File: src/design/bdh_pkg.sv
// ----------------------------------------------------------------------------
// Button debouncer package
// Shared widths, configuration register codes, reset values and helpers.
// ----------------------------------------------------------------------------
package bdh_pkg;

  // Width of the hold counter and of the stored duration.
  localparam int CntW = 32;
  // Width of the duration fields on the result channel.
  localparam int OutW = 32;
  // Widest configuration register.
  localparam int CfgDataW = 32;
  localparam int TickW = 16;

  typedef logic [CntW-1:0] cnt_t;

  // Configuration register indexes.
  typedef enum logic [1:0] {
    CFG_ACTIVE_HIGH   = 2'd0,
    CFG_TICK_INTERVAL = 2'd1,
    CFG_MIN_HOLD_TIME = 2'd2,
    CFG_MAX_COUNT     = 2'd3
  } cfg_idx_e;

  typedef struct packed {
    logic             active_high;
    logic [TickW-1:0] tick_interval;
    logic [31:0]      min_hold_time;
    logic [31:0]      max_count;
  } cfg_t;

  localparam logic             RstActiveHigh  = 1'b0;
  localparam logic [TickW-1:0] RstTickInterval = 16'd1;
  localparam logic [31:0]      RstMinHoldTime  = 32'd30;
  localparam logic [31:0]      RstMaxCount     = 32'd4000000000;

  // One result of the debouncer.
  typedef struct packed {
    logic            pressed;
    logic            press_event;
    logic            release_event;
    logic            change_event;
    logic            clicked;
    logic [OutW-1:0] time_in_state;
    logic [OutW-1:0] time_in_last_state;
  } result_t;

  // A 32-bit register value taken at the counter width.
  function automatic cnt_t to_cnt(logic [31:0] v);
    logic [CntW+31:0] ext;
    ext = {{CntW{1'b0}}, v};
    return ext[CntW-1:0];
  endfunction

  // A counter value taken at the output width (low bits, zero extended).
  function automatic logic [OutW-1:0] to_out(cnt_t v);
    logic [CntW+OutW-1:0] ext;
    ext = {{OutW{1'b0}}, v};
    return ext[OutW-1:0];
  endfunction

endpackage

File: src/design/bdh_cfg_regs.sv
// ----------------------------------------------------------------------------
// Button debouncer configuration registers
// Holds polarity, tick interval, minimum hold time and counter ceiling.
// ----------------------------------------------------------------------------
module bdh_cfg_regs (
  input  logic                       clk_i,
  input  logic                       rst_ni,
  input  logic                       cfg_we_i,
  input  logic [1:0]                 cfg_idx_i,
  input  logic [bdh_pkg::CfgDataW-1:0] cfg_wdata_i,
  output bdh_pkg::cfg_t              cfg_o
);

  bdh_pkg::cfg_t cfg_q;

  always_ff @(posedge clk_i or negedge rst_ni) begin
    if (!rst_ni) begin
      cfg_q.active_high   <= bdh_pkg::RstActiveHigh;
      cfg_q.tick_interval <= bdh_pkg::RstTickInterval;
      cfg_q.min_hold_time <= bdh_pkg::RstMinHoldTime;
      cfg_q.max_count     <= bdh_pkg::RstMaxCount;
    end else if (cfg_we_i) begin
      unique case (bdh_pkg::cfg_idx_e'(cfg_idx_i))
        bdh_pkg::CFG_ACTIVE_HIGH:   cfg_q.active_high   <= cfg_wdata_i[0];
        bdh_pkg::CFG_TICK_INTERVAL: cfg_q.tick_interval <= cfg_wdata_i[bdh_pkg::TickW-1:0];
        bdh_pkg::CFG_MIN_HOLD_TIME: cfg_q.min_hold_time <= cfg_wdata_i[31:0];
        bdh_pkg::CFG_MAX_COUNT:     cfg_q.max_count     <= cfg_wdata_i[31:0];
        default: ;
      endcase
    end
  end

  assign cfg_o = cfg_q;

endmodule

File: src/design/bdh_core.sv
// ----------------------------------------------------------------------------
// Button debouncer core
// Debounce state registers and the single-pass update for one tick.
// ----------------------------------------------------------------------------
module bdh_core (
  input  logic             clk_i,
  input  logic             rst_ni,
  input  bdh_pkg::cfg_t    cfg_i,
  input  logic             step_i,
  input  logic             pin_level_i,
  input  logic             clear_click_i,
  output bdh_pkg::result_t result_o
);

  localparam int SumW = ((bdh_pkg::CntW > bdh_pkg::TickW) ? bdh_pkg::CntW : bdh_pkg::TickW) + 1;
  localparam bdh_pkg::cnt_t CntMax = {bdh_pkg::CntW{1'b1}};

  logic          last_raw_q, last_raw_d;
  logic          stable_q, stable_d;
  logic          click_q, click_d;
  bdh_pkg::cnt_t hold_q, hold_d;
  bdh_pkg::cnt_t last_dur_q, last_dur_d;

  logic          raw;
  logic          same;
  logic [SumW-1:0] sum;
  bdh_pkg::cnt_t cnt_add, cnt_a, minh, ceil_v, tis;
  logic          chg, rel, click_rep;

  always_comb begin
    raw    = cfg_i.active_high ? pin_level_i : ~pin_level_i;
    same   = (raw == last_raw_q);
    minh   = bdh_pkg::to_cnt(cfg_i.min_hold_time);
    ceil_v = bdh_pkg::to_cnt(cfg_i.max_count);

    // Saturating add: never wraps past the all-ones count.
    sum = {{(SumW-bdh_pkg::CntW){1'b0}}, hold_q}
        + {{(SumW-bdh_pkg::TickW){1'b0}}, cfg_i.tick_interval};
    cnt_add = (sum[SumW-1:bdh_pkg::CntW] != '0) ? CntMax : sum[bdh_pkg::CntW-1:0];

    // A raw change restarts the count, keeping the old one if it was long enough.
    cnt_a      = same ? cnt_add : '0;
    last_dur_d = (!same && (hold_q > minh)) ? hold_q : last_dur_q;
    last_raw_d = raw;

    // The debounce compare sees the count before the ceiling clamp.
    chg       = (cnt_a >= minh) && (stable_q != raw);
    stable_d  = chg ? raw : stable_q;
    rel       = chg & ~raw;
    click_rep = click_q | rel;
    click_d   = clear_click_i ? 1'b0 : click_rep;

    hold_d = (cnt_a >= ceil_v) ? ceil_v : cnt_a;
    tis    = (hold_d > minh) ? (hold_d - minh) : '0;

    result_o.pressed            = stable_d;
    result_o.press_event        = chg & raw;
    result_o.release_event      = rel;
    result_o.change_event       = chg;
    result_o.clicked            = click_rep;
    result_o.time_in_state      = bdh_pkg::to_out(tis);
    result_o.time_in_last_state = bdh_pkg::to_out(last_dur_d);
  end

  always_ff @(posedge clk_i or negedge rst_ni) begin
    if (!rst_ni) begin
      last_raw_q <= 1'b0;
      stable_q   <= 1'b0;
      click_q    <= 1'b0;
      hold_q     <= '0;
      last_dur_q <= '0;
    end else if (step_i) begin
      last_raw_q <= last_raw_d;
      stable_q   <= stable_d;
      click_q    <= click_d;
      hold_q     <= hold_d;
      last_dur_q <= last_dur_d;
    end
  end

endmodule

File: src/design/button_debouncer_with_hold_timer.sv
// ----------------------------------------------------------------------------
// Button debouncer with hold timer
// Counter-based debouncer reporting press, release and click events and
// the time spent in the current and previous stable levels.
// ----------------------------------------------------------------------------
// Usage: every request on the input channel is one timer tick carrying the
// sampled pin level and a request to clear the sticky click flag. Each tick
// yields exactly one result request on the output channel. The debounce
// state and the result register are updated in the same cycle the tick is
// accepted, so the block takes one tick per clock cycle while not stalled;
// its throughput is set by the single add, compare and clamp path. When the
// receiver stalls, the result is held in the output register and the input
// channel is stalled in the same cycle; as soon as the receiver takes the
// result a new tick may be accepted in that very cycle. Reset clears the
// debounce state and loads the register defaults (low level means pressed,
// interval one, minimum hold 30, ceiling 4000000000). Write the configuration
// port only while no tick is in flight; the block does not enforce this.
// ----------------------------------------------------------------------------
module button_debouncer_with_hold_timer (
  input  logic                           clk_i,
  input  logic                           rst_ni,
  // Configuration write port
  input  logic                           cfg_we_i,
  input  logic [1:0]                     cfg_idx_i,
  input  logic [bdh_pkg::CfgDataW-1:0]   cfg_wdata_i,
  // Tick channel
  input  logic                           in_valid_i,
  output logic                           in_stall_o,
  input  logic                           pin_level_i,
  input  logic                           clear_click_i,
  // Result channel
  output logic                           out_valid_o,
  input  logic                           out_stall_i,
  output logic                           pressed_o,
  output logic                           press_event_o,
  output logic                           release_event_o,
  output logic                           change_event_o,
  output logic                           clicked_o,
  output logic [bdh_pkg::OutW-1:0]       time_in_state_o,
  output logic [bdh_pkg::OutW-1:0]       time_in_last_state_o
);

  bdh_pkg::cfg_t    cfg;
  bdh_pkg::result_t result;
  bdh_pkg::result_t res_q;
  logic             out_valid_q;
  logic             accept;

  // The input waits only while a result is held back by the receiver.
  assign in_stall_o = out_valid_q & out_stall_i;
  assign accept     = in_valid_i & ~in_stall_o;

  bdh_cfg_regs u_cfg (
    .clk_i       (clk_i),
    .rst_ni      (rst_ni),
    .cfg_we_i    (cfg_we_i),
    .cfg_idx_i   (cfg_idx_i),
    .cfg_wdata_i (cfg_wdata_i),
    .cfg_o       (cfg)
  );

  bdh_core u_core (
    .clk_i         (clk_i),
    .rst_ni        (rst_ni),
    .cfg_i         (cfg),
    .step_i        (accept),
    .pin_level_i   (pin_level_i),
    .clear_click_i (clear_click_i),
    .result_o      (result)
  );

  // Result register: loaded with every accepted tick, emptied when taken.
  always_ff @(posedge clk_i or negedge rst_ni) begin
    if (!rst_ni) begin
      out_valid_q <= 1'b0;
    end else if (accept) begin
      out_valid_q <= 1'b1;
    end else if (!out_stall_i) begin
      out_valid_q <= 1'b0;
    end
  end

  always_ff @(posedge clk_i) begin
    if (accept) begin
      res_q <= result;
    end
  end

  assign out_valid_o          = out_valid_q;
  assign pressed_o            = res_q.pressed;
  assign press_event_o        = res_q.press_event;
  assign release_event_o      = res_q.release_event;
  assign change_event_o       = res_q.change_event;
  assign clicked_o            = res_q.clicked;
  assign time_in_state_o      = res_q.time_in_state;
  assign time_in_last_state_o = res_q.time_in_last_state;

  // A press or a release is always reported as a change, never both at once.
  assert property (@(posedge clk_i) disable iff (!rst_ni)
    out_valid_o |-> (change_event_o == (press_event_o | release_event_o)))
    else $error("change event does not match press and release events");

  assert property (@(posedge clk_i) disable iff (!rst_ni)
    out_valid_o |-> !(press_event_o && release_event_o))
    else $error("press and release reported on the same tick");

  // The debounced state agrees with the event that set it.
  assert property (@(posedge clk_i) disable iff (!rst_ni)
    (out_valid_o && press_event_o) |-> pressed_o)
    else $error("press event without pressed state");

  // A release always leaves the click flag set in its own result.
  assert property (@(posedge clk_i) disable iff (!rst_ni)
    (out_valid_o && release_event_o) |-> (!pressed_o && clicked_o))
    else $error("release event without released state and click");

  // The input is only held off while a result is waiting.
  assert property (@(posedge clk_i) disable iff (!rst_ni)
    in_stall_o |-> out_valid_o)
    else $error("input stalled with an empty result register");

endmodule

File: config.mk
export PLATFORM = sky130hd
export DESIGN_NAME = button_debouncer_with_hold_timer
export DESIGN_NICKNAME = d
export VERILOG_FILES = /design/src/design/bdh_pkg.sv /design/src/design/bdh_cfg_regs.sv /design/src/design/bdh_core.sv /design/src/design/button_debouncer_with_hold_timer.sv
export SDC_FILE = /design/constraint.sdc
export NUM_CORES = 1
export LEC_CHECK = 0
export ABC_CLOCK_PERIOD_IN_PS = 7100
export BUFFER_PORTS_ARGS = -buffer_cell sky130_fd_sc_hd__buf_2
export CORE_UTILIZATION = 50
export DETAILED_ROUTE_END_ITERATION = 8
export MAX_ROUTING_LAYER = met4
export PLACE_DENSITY_LB_ADDON = 0.2
export SYNTH_ARGS = -nofsm -noshare
export SYNTH_HDL_FRONTEND = slang
export SYNTH_SLANG_ARGS = --single-unit
export TNS_END_PERCENT = 10
File: constraint.sdc
create_clock -name clk_i -period 7.1 [get_ports clk_i]
set_input_delay 0.355 -clock clk_i [delete_from_list [all_inputs] [get_ports clk_i]]
set_output_delay 0.355 -clock clk_i [all_outputs]
set_load 0.02 [all_outputs]
==> summary.txt, run 1 <==
Run status
  – Status: finished, final reports clean

Setup path
  – Worst-path fanout max: 8
  – Max stage delay on crit path: just under 0.4 ns
  – Crit end category: flop
  – Crit Path Category: flop to flop
  – Slowest cell on the critical path: dfrtp_1
  – Worst path bufs/invs: 6
  – CP arrival: about 7 ns
  – Top delay family on crit path: compound AO/OA/AOI/OAI gates
  – CP startpoint kind: flop
  – CP dominant cell by count: buf_6
  – WP data required: 7.38 ns

Placed design
  – Placed inst area: around 16000 µm²
  – PortBufs: 111
  – Worst slack at placement: -0.289 ns
  – GP Congestion: ~0.97
  – DP Wirelength: between 20000 and 30000 µm

Logic synthesis
  – Largest family of logic cells by synthesized area: multiplexers
  – Synth Cell Area: about 14000 µm²
  – Syn nets: approximately 1400
  – Yosys warns: 0
  – Post-synth ARST share: between 60% and 70%
  – Average size of a mapped cell: 11.4 µm²
  – Number of flops mapped to enable cells by yosys: 69
  – Simple-gate portion of the synthesized area: roughly 8.9%
  – Yosys reg bits: 218
  – Post-synthesis mux area share: a little under a fifth
  – Synth Flop Type: dfrtp_1
  – Post-Synth Adder-Cell Area: about an eighth
  – Post-synthesis xor/xnor area fraction: about 2.8%
  – Synth Area in Compound Gates: 12.2%
  – Count of cell types in the netlist: about 80
  – Sequential area share after synthesis: 41.7%
  – Post-Syn Instances: approximately 1200

Min path
  – Worst hold path class: input pin to flop

Finish
  – Fraction of layout cells with a size suffix above 1: a little over two fifths
  – Fin util: 64.7%
  – # diodes: 0
  – Final net count: approximately 1700
  – Area delta synth->final: 25.9%
  – # fillers: 2249
  – Most common cell after layout, fill and taps aside: buf_4
  – Commonest non-fill, non-tap cells in the layout: buf_4, mux2_2, ha_1
  – Final Cell Area: roughly 18000 µm²

Detailed routing
  – WL/cell: roughly 20 µm
  – Iteration count of the initial detailed-routing pass: 5
  – DRC viols: 0
  – Starting DRT DRC Count: 581
  – Routed WL: about 38000 µm
  – Vias per cell: between 5 and 6
  – Routed vias: around 11000
  – Routed Antenna Nets: 0

STA
  – Worst-margin pin slew: about 1.1 ns
  – FMAX: about 150 MHz
  – Fin Clk Skew: about 0.015 ns
  – Final hold viol count: 0
  – PnR worst setup slack: approximately 0.23 ns
  – Final min period: a little under 7 ns
  – Rel. slew slack: about 28%
  – Final Slew Violations: 0
  – Tcrit/Tclk final: 96.8%
  – Final setup vio count: 0

Die
  – Die X: about 170 µm
  – Core Region: between 20000 and 30000 µm²
  – Die Ht: approximately 170 µm
  – Initial Utilization: ~51%
  – Row count: 60
  – Io pins: 112
  – Die area: ~29000 µm²

Global routing
  – First-pass GRT wire length: between 50000 and 60000 µm
  – Total track usage: around 28%
  – Grt met3 use: under 10%
  – Pin count of the biggest net entering global routing: 83
  – Total gr overflow: 0
  – Vias in the first global route: ~11000
  – Initial antenna violation count: 0
  – GR Util met1: just under 40%
  – Gr busiest metal: met2
  – Met2 Track Usage GR: a little over two fifths

Power
  – Maximum VDD drop: 212 µV
  – Power Density: around 430 nW/µm²
  – Leakage: between 8 and 9 nW

CTS
  – Max Root-Sink Buffers: 3
  – Clk Latency, worst-skew pair: 0.53 ns
  – Clk slew on worst S/H paths: around 0.060 ns
  – CTS root buf: clkbuf_16
  – H-tree level count: 1
  – Num CTS Buffers: 24
  – CTS tree: yes
  – Clock sinks: approximately 220

Flow run
  – MaxCap Viol Count: 0
[cell families (layout without fill, tap and decap cells)]
family                     count (synthesis)  after routing
muxes                                    209            209
adders and majority gates                142            142
buffers and inverters                    114            431
xor gates and xnor gates                  44             44
DFF                                      218            218
and+or+nand+nor                          240            240
AOI/OAI and AO/OA                        259            259
[report_power, final]
group | internal, mW | leakage, nW | switching [mW] | total [mW]
combinational | 2.25 | 5.63 | 2.31 | 4.56
sequential | 1.61 | 2.53 | 0.194 | 1.81
clock | 0.744 | 0.393 | 0.503 | 1.25
total | 4.61 | 8.55 | 3.00 | 7.61
[metal layers]
metal | vias up | wire, µm
met5 | - | 0
met4 | 0 | 996
met3 | 67 | 1620
met2 | 275 | 16800
met1 | 5398 | 18600
li1 | 5157 | -
[cells in the mapped netlist (5+ instances only)]
library cell / n / share of area, %
a211oi_1: 14 / 0.75
a21o_1: 36 / 1.9
a21oi_1: 80 / 2.9
a31oi_1: 9 / 0.40
and3_1: 8 / 0.36
and4_1: 6 / 0.38
buf_1: 5 / 0.13
buf_2: 7 / 0.25
clkbuf_1: 16 / 0.43
dfrtp_1: 131 / 23
dfstp_2: 18 / 3.4
edfxtp_1: 69 / 15
ha_1: 140 / 13
inv_1: 80 / 2.1
mux2_2: 149 / 12
mux2_4: 58 / 6.2
nand2_1: 52 / 1.4
nand2b_1: 8 / 0.36
nand3_1: 24 / 0.86
nand4_1: 23 / 1.0
nor2_1: 67 / 1.8
nor2b_1: 6 / 0.27
nor3_1: 13 / 0.47
o211ai_1: 12 / 0.64
o21a_1: 10 / 0.54
o21ai_0: 43 / 1.5
o21bai_1: 6 / 0.32
o31ai_1: 7 / 0.38
xnor2_1: 20 / 1.3
xor2_1: 24 / 1.5
[flip-flops by register name, summed over array words and instances (netlist names), 32 cells and up]
name and flops:
u_core.hold_q 32, u_core.last_dur_q 32, u_cfg.cfg_o 81, time_in_last_state_o 32, time_in_state_o 32
[metrics by stage]
stage,hold WS [ns],TNS [ns],std cells,total power [mW]
after global routing,0.0404,-0.0298,1915,8.10
after CTS,0.0140,0,1910,7.33
after detailed placement,0.470,-3.73,1861,5.99
after global placement,0.458,-0.528,1861,5.94
after floorplan,0.0594,0,1226,4.32
final,0.0258,0,1915,7.61
[worst register-to-register path, delay by kind of cell (launching register included)]
kind,cells,cell delay (ns)
AOI/OAI and AO/OA,18,3.15
adders and majority gates,4,1.15
buffers and inverters,6,0.96
and+or+nand+nor,4,0.63
DFF,1,0.39
muxes,1,0.34
[area by class of cell]
cell class                      count  area, µm²  area share (%)
Inverter                           81        307            1.74
Timing Repair Buffer              306       2100            11.9
Clock buffer                       32        682            3.88
Multi-Input combinational cell    894       8100            46.1
Clock inverter                     12        109           0.619
Tap cell                          372        465            2.65
Sequential cell                   218       5820            33.1
[worst paths after layout]
path	start	to	slack [ns]	cells after the start
setup / recovery	u_core.hold_q[0]	time_in_state_o[4]	0.23	33
hold / removal	clear_click_i	u_core.click_q	0.03	2
setup reg to reg	u_core.hold_q[0]	time_in_state_o[4]	0.23	33
hold reg to reg	u_core.click_q	u_core.click_q	0.50	2
max in group asynchronous	rst_ni	u_core.last_dur_q[13]	5.28	3
min in group asynchronous	rst_ni	u_core.last_dur_q[6]	0.44	2
[repair_timing]
action                                  in CTS  in global routing
endpoints found under the setup margin      32                 32
pin swaps                                    7                 26
gates cloned                                 0                  0
buffers inserted                             4                  5
resized for setup                           23                 61
endpoints found under the hold margin       67                  0
hold buffers                                 1                  0
No activity file was read; power rests on OpenSTA's default activity.
==> run 2: changes to the inputs <==
--- a/config.mk
+++ b/config.mk
@@ -5,13 +5,15 @@
 export SDC_FILE = /design/constraint.sdc
 export NUM_CORES = 1
 export LEC_CHECK = 0
+export ABC_AREA = 1
 export ABC_CLOCK_PERIOD_IN_PS = 7100
 export BUFFER_PORTS_ARGS = -buffer_cell sky130_fd_sc_hd__buf_2
-export CORE_UTILIZATION = 50
+export CORE_UTILIZATION = 56
 export DETAILED_ROUTE_END_ITERATION = 8
 export MAX_ROUTING_LAYER = met4
 export PLACE_DENSITY_LB_ADDON = 0.2
 export SYNTH_ARGS = -nofsm -noshare
 export SYNTH_HDL_FRONTEND = slang
+export SYNTH_HIERARCHICAL = 1
 export SYNTH_SLANG_ARGS = --single-unit
 export TNS_END_PERCENT = 10
==> run 2 against run 1 <==
  * Non-clock buffer count decreased by 164
  * Utilization decreased by 0.19 points
  * Clock power about the same
  * Clock-buffer cell count decreased by 3
  * Critical endpoint is now time_in_state_o[18]
  * First-iteration DRC count increased by 130%
  * Hold slack improved by 0.035 ns
  * Combinational power increased by 16%
  * Synthesized cell count increased by 53%
==> summary.txt, run 2 <==
Detailed routing
  – DRC viols: 0 (unchanged)
  – Routed Antenna Nets: 0 (unchanged)
  – Routed vias: 13400 (+23%)
  – WL/cell: 18.5 µm (-6.6%)
  – Routed WL: 43000 µm (+13%)
  – Vias per cell: 5.78 (+1.6%)
  – Iteration count of the initial detailed-routing pass: 6 (+1)
  – Starting DRT DRC Count: 1325 (+130%)

STA
  – Tcrit/Tclk final: 95.7% (-1.1 points)
  – Final Slew Violations: 0 (unchanged)
  – Final setup vio count: 0 (unchanged)
  – Worst hold margin: 0.0607 ns (+0.0350 ns)
  – Fin Clk Skew: 0.0178 ns (+0.00324 ns)
  – Final min period: 6.79 ns (-0.0807 ns)
  – Worst-margin pin slew: 1.11 ns (+0.0417 ns)
  – Rel. slew slack: 25.9% (-2.6 points)
  – Final hold viol count: 0 (unchanged)
  – FMAX: 147 MHz (+1.2%)

Finish
  – Area delta synth->final: 11.8%
  – Final net count: 2155 (+26%)
  – Fin util: 64.5% (-0.19 points)
  – Finished Layout Cells: 2320 (+21%)
  – Max reg flops: 81 (unchanged)
  – Most common cell after layout, fill and taps aside: nand2_1
  – # diodes: 0 (unchanged)
  – Commonest non-fill, non-tap cells in the layout: nand2_1, inv_1, ha_1
  – Final Cell Area: 16400 µm² (-6.6%)
  – Fraction of layout cells with a size suffix above 1: 12.0% (-30 points)

Die
  – Row count: 58 (-3.3%)
  – Die Ht: 164 µm (-3.0%)
  – Io pins: 112 (unchanged)
  – Initial Utilization: 57.7% (+6.3 points)
  – Die area: 26900 µm² (-6.0%)
  – Core Region: 25500 µm² (-6.3%)
  – Die X: 164 µm (-3.0%)

CTS
  – Num CTS Buffers: 25 (+4.2%)
  – Clk slew on worst S/H paths: 0.06 ns (about the same)
  – CTS tree: yes
  – Clock sinks: 218 (unchanged)
  – Clk Latency, worst-skew pair: 0.54 ns (about the same)
  – H-tree level count: 1 (unchanged)
  – Max Root-Sink Buffers: 3 (unchanged)
  – CTS root buf: clkbuf_16

Power
  – Power Density: 528 nW/µm² (+22%)
  – Leakage: 8.52 nW (-0.33%)
  – Maximum VDD drop: 302 µV (+43%)
  – Tot Pwr: 8.67 mW (+14%)

Placed design
  – GP Congestion: 1.00 (+3.4%)
  – DP Wirelength: 31800 µm (+12%)
  – PortBufs: 111 (unchanged)
  – # placed instances: 2265 (+22%)
  – Placed inst area: 15500 µm² (-4.9%)

Logic synthesis
  – Most frequent cell after synthesis: nand2_1
  – Average size of a mapped cell: 7.84 µm² (-31%)
  – Number of flops mapped to enable cells by yosys: 69 (unchanged)
  – Synth area leader: dfrtp_1
  – Simple-gate portion of the synthesized area: 28.3% (+19 points)
  – Largest family of logic cells by synthesized area: simple AND/OR/NAND/NOR gates
  – Synth Area in Compound Gates: 9.34% (-2.8 points)
  – Synth Cell Area: 14700 µm² (+5.2%)
  – Synth top cells by count: nand2_1, inv_1, ha_1
  – Post-Synth Adder-Cell Area: 12.2% (-0.64 points)
  – Post-synthesis mux area share: 0% (-18 points)
  – Syn nets: 2058 (+46%)
  – Count of cell types in the netlist: 49 (-37%)
  – Yosys warns: 6 (+6)
  – Post-synthesis xor/xnor area fraction: 2.62% (-0.14 points)
  – Synth Flop Type: dfrtp_1
  – Post-Syn Instances: 1875 (+53%)
  – Post-synth ARST share: 68.3% (unchanged)
  – Yosys top cell area share: 22.3% (-1.2 points)
  – Sequential area share after synthesis: 39.6% (-2.1 points)
  – Yosys reg bits: 218 (unchanged)
  – Synth area leaders: dfrtp_1, edfxtp_1, nand2_1

Setup path
  – R2r endpoint: time_in_state_o[18]
  – R2r worst-path depth: 30 (-9.1%)
  – CP startpoint kind: flop
  – CP dominant cell by count: nand2_1
  – R2r startpoint: u_core/hold_q[0]
  – Max stage delay on crit path: 0.71 ns (+0.32 ns)
  – Worst-path fanout max: 20 (+12)
  – CP arrival: 7.04 ns (-0.12 ns)
  – Crit end category: flop
  – Crit Path Category: flop to flop
  – Slowest cell on the critical path: o31ai_4
  – Flop2flop setup slack: 0.31 ns (+0.08 ns)
  – WP data required: 7.34 ns (-0.04 ns)

Global routing
  – Total track usage: 32.8% (+5.3 points)
  – Vias in the first global route: 12400 (+14%)
  – First-pass GRT wire length: 66300 µm (+13%)
  – Pin count of the biggest net entering global routing: 110 (+33%)
  – Initial antenna violation count: 0 (unchanged)
  – Total gr overflow: 0 (unchanged)

Min path
  – Hold Path Stages: 3 (+1)
  – Worst hold path class: input pin to flop
  – Hold EP: u_cfg/cfg_o[17]
  – Hold path start: cfg_wdata_i[17]

Flow run
  – MaxCap Viol Count: 0 (unchanged)

Run status
  – Status: finished, final reports clean
## run 2: kinds of logic after synthesis
kind of cell	count (synthesis)
adder cells (fa/ha/maj)	142
AND/OR/NAND/NOR	943
buffers and inverters	283
AO/OA/AOI/OAI	245
flip-flops	218
XOR/XNOR	44
## run 2: routing by layer
metal	vias to the layer above	wire length, µm	track usage (%)
met3	58	4170	5.28
li1	6476	-	-
met1	6219	20200	49.4
met4	0	779	6.90
met2	656	17800	46.1
met5	-	0	-
## run 2: repair_timing
action                                  4_1_cts  5_1_grt
hold buffers                                  1        0
buffers inserted                              0        7
resized for setup                             1       20
gates cloned                                  0        2
endpoints found under the setup margin        8       32
hold endpoints to repair                     71        0
pin swaps                                     0        2
## run 2: where the power goes
part           switching, mW  internal [mW]  leakage [nW]
Sequential             0.272           1.83          2.54
Clock                  0.536          0.721         0.378
Combinational           3.43           1.88          5.61
## run 2: critical path: cells and delay by family, from the launching register on
family,cells,cell delay [ns]
and+or+nand+nor,16,2.18
AOI/OAI and AO/OA,5,1.70
adders and majority gates,4,1.32
buffers and inverters,5,0.89
DFF,1,0.40
## run 2: cell type report
type | instances | area, µm²
clock buffer | 29 | 641
tap | 330 | 413
clock inverter | 16 | 144
inverter | 209 | 788
fill | 2246 | 9040
timing repair buffer | 142 | 801
multi-input combinational | 1376 | 7830
sequential | 218 | 5820
## run 2: per-stage QoR
| stage | worst slack, ns | TNS [ns] |
|---|---|---|
| floorplan | 1.26 | 0 |
| global placement | 0.124 | 0 |
| detailed placement | -0.0213 | -0.0275 |
| CTS | 0.0390 | 0 |
| global route | -0.0662 | -0.381 |
| finish | 0.306 | 0 |
## run 2: worst max path at each step
stage                startpoint                  end  slack, ns  cells past startpoint
2_1_floorplan  u_core/hold_q[0]  time_in_state_o[23]       1.26                     44
3_3_place_gp   u_core/hold_q[0]  time_in_state_o[29]       0.12                     32
3_5_place_dp   u_core/hold_q[0]   time_in_state_o[6]      -0.02                     41
4_1_cts        u_core/hold_q[0]   time_in_state_o[6]       0.04                     37
5_1_grt        u_core/hold_q[0]   time_in_state_o[6]      -0.07                     44
6_report       u_core/hold_q[0]  time_in_state_o[18]       0.31                     30
==> run 3: changes to the inputs <==
--- a/config.mk
+++ b/config.mk
@@ -6,12 +6,12 @@
 export NUM_CORES = 1
 export LEC_CHECK = 0
 export ABC_AREA = 1
-export ABC_CLOCK_PERIOD_IN_PS = 7100
+export ABC_CLOCK_PERIOD_IN_PS = 7400
 export BUFFER_PORTS_ARGS = -buffer_cell sky130_fd_sc_hd__buf_2
-export CORE_UTILIZATION = 56
+export CORE_UTILIZATION = 62
 export DETAILED_ROUTE_END_ITERATION = 8
 export MAX_ROUTING_LAYER = met4
-export PLACE_DENSITY_LB_ADDON = 0.2
+export PLACE_DENSITY = 0.82
 export SYNTH_ARGS = -nofsm -noshare
 export SYNTH_HDL_FRONTEND = slang
 export SYNTH_HIERARCHICAL = 1
==> constraint.sdc (replaced) <==
create_clock -name clk_i -period 7.4 [get_ports clk_i]
set_input_delay 0.37 -clock clk_i [delete_from_list [all_inputs] [get_ports clk_i]]
set_output_delay 0.37 -clock clk_i [all_outputs]
set_load 0.02 [all_outputs]
==> run 3 against run 2 <==
  * Clock-buffer cell count increased by 7
  * Clock power is 9% lower
  * Largest power group unchanged
  * Total power down 5.3%
  * Critical endpoint is now time_in_state_o[27]
  * Critical path depth grew 8
==> summary.txt, run 3 (synthesis gave the netlist of run 2 again) <==
Finish
  – Multi-input gate area: 7750 µm² (-0.96%)
  – # diodes: 0 (unchanged)
  – Final net count: 2144 (-0.51%)
  – Fraction of layout cells with a size suffix above 1: 11.4% (-0.59 points)
  – Area delta synth->final: 10.7%
  – Max reg flops: 81 (unchanged)
  – Commonest non-fill, non-tap cells in the layout: nand2_1, inv_1, ha_1
  – # fillers: 1810 (-19%)
  – Most common cell after layout, fill and taps aside: nand2_1
  – Reg area: 5820 µm² (unchanged)

CTS
  – CTS tree: yes
  – Clock sinks: 218 (unchanged)
  – Clk slew on worst S/H paths: 0.07 ns (about the same)
  – CTS root buf: clkbuf_16
  – Num CTS Buffers: 24 (-4.0%)
  – Clk Latency, worst-skew pair: 0.53 ns (about the same)
  – H-tree level count: 1 (unchanged)
  – Max Root-Sink Buffers: 3 (unchanged)

Setup path
  – CP arrival: 7.45 ns (+0.41 ns)
  – WP data required: 7.68 ns (+0.34 ns)
  – CP dominant cell by count: nand2_1
  – Slowest cell on the critical path: fa_1
  – Crit Path Category: flop to flop
  – Max stage delay on crit path: 0.45 ns (-0.26 ns)
  – CP startpoint kind: flop
  – Worst-path fanout max: 18 (-10%)
  – Crit end category: flop
  – Flop2flop setup slack: 0.23 ns (-0.08 ns)

Flow run
  – MaxCap Viol Count: 0 (unchanged)

STA
  – Final Slew Violations: 0 (unchanged)
  – Final min period: 7.17 ns (+0.377 ns)
  – Rel. slew slack: 29.0% (+3.2 points)
  – Final setup vio count: 0 (unchanged)
  – Final hold viol count: 0 (unchanged)
  – FMAX: 139 MHz (-5.3%)
  – Worst-margin pin slew: 1.06 ns (-0.0489 ns)
  – RSZ-0062 raised after global routing: yes
  – Tcrit/Tclk final: 96.9% (+1.2 points)
  – PnR worst setup slack: 0.229 ns (-0.0771 ns)
  – Fin Clk Skew: 0.0207 ns (+0.00291 ns)

Global routing
  – Total track usage: 37.4% (+4.6 points)
  – Vias in the first global route: 12800 (+3.1%)
  – Pin count of the biggest net entering global routing: 98 (-11%)
  – First-pass GRT wire length: 68300 µm (+2.9%)
  – Initial antenna violation count: 0 (unchanged)
  – Total gr overflow: 0 (unchanged)

Die
  – Io pins: 112 (unchanged)
  – Die Ht: 156 µm (-4.9%)
  – Die X: 156 µm (-4.9%)
  – Die area: 24300 µm² (-9.6%)
  – Initial Utilization: 64.2% (+6.4 points)
  – Row count: 55 (-5.2%)
  – Core Region: 22900 µm² (-10%)

Placed design
  – DP Wirelength: 32800 µm (+3.1%)
  – Worst slack at placement: 0.345 ns (+0.367 ns)
  – GP Congestion: 1.02 (+1.8%)
  – PortBufs: 111 (unchanged)

Detailed routing
  – Vias per cell: 5.97 (+3.2%)
  – Routed vias: 13700 (+2.0%)
  – Routed WL: 43200 µm (+0.47%)
  – Starting DRT DRC Count: 1499 (+13%)
  – DRC viols: 0 (unchanged)
  – Iteration count of the initial detailed-routing pass: 6 (unchanged)
  – Routed Antenna Nets: 0 (unchanged)
  – WL/cell: 18.9 µm (+1.7%)

Power
  – Power Density: 504 nW/µm² (-4.4%)
  – Tot Pwr: 8.21 mW (-5.3%)
  – Leakage: 8.47 nW (-0.67%)
  – Maximum VDD drop: 270 µV (-11%)

Min path
  – Worst hold path class: input pin to flop

Run status
  – Status: finished, final reports clean
run 3: final timing paths:
check | startpoint | depth (start not counted) | end
min in group asynchronous | rst_ni | 2 | u_cfg/cfg_o[2]
max in group asynchronous | rst_ni | 3 | u_core/hold_q[29]
setup / recovery | u_core/hold_q[0] | 38 | time_in_state_o[27]
setup reg to reg | u_core/hold_q[0] | 38 | time_in_state_o[27]
hold / removal | cfg_wdata_i[16] | 3 | u_cfg/cfg_o[16]
hold reg to reg | u_cfg/cfg_o[33] | 2 | u_cfg/cfg_o[33]
run 3: per-stage QoR:
step / hold slack, ns / instance area (µm²) / std cells / TNS, ns / util, %
2_1_floorplan: 0.0744 / 14700 / 1875 / 0 / -
3_3_place_gp: 0.454 / 15500 / 2246 / 0 / 67.5
3_5_place_dp: 0.456 / 15500 / 2246 / 0 / 67.5
4_1_cts: 0.0602 / 16300 / 2291 / 0 / 70.9
5_1_grt: 0.0756 / 16300 / 2292 / -0.0371 / 71.0
6_report: 0.0716 / 16300 / 2292 / 0 / 71.0
run 3: area by class of cell:
type                       instances  share of cell area (%)
multi-input combinational       1374                    47.6
timing repair buffer             134                    4.65
tap                              313                    2.41
clock inverter                     8                   0.446
clock buffer                      36                    4.27
inverter                         209                    4.84
sequential                       218                    35.8
run 3: layer usage:
layer,track usage [%],part of all wire [%]
met3,6.03,10
met4,8.68,2.3
met2,54.4,43
met5,-,0
met1,54.7,45
run 3: power breakdown:
part	internal (mW)	total [mW]	switching (mW)
Combinational	1.78	5.02	3.24
Clock	0.657	1.15	0.494
Sequential	1.76	2.04	0.279
Total	4.20	8.21	4.01
run 3: worst max-delay path, delay by kind of cell (launching register included):
kind / cells / cell delay (ns)
simple gates: 21 / 2.10
fa+ha+maj: 4 / 1.35
compound gates: 10 / 2.39
flops: 1 / 0.43
buf+inv: 3 / 0.63
run 3: what timing repair did:
action                                  4_1_cts  5_1_grt
setup buffers                                 0        1
resized for setup                             0        7
endpoints found under the hold margin        72        0
endpoints found under the setup margin        0       32
hold buffers                                  1        0
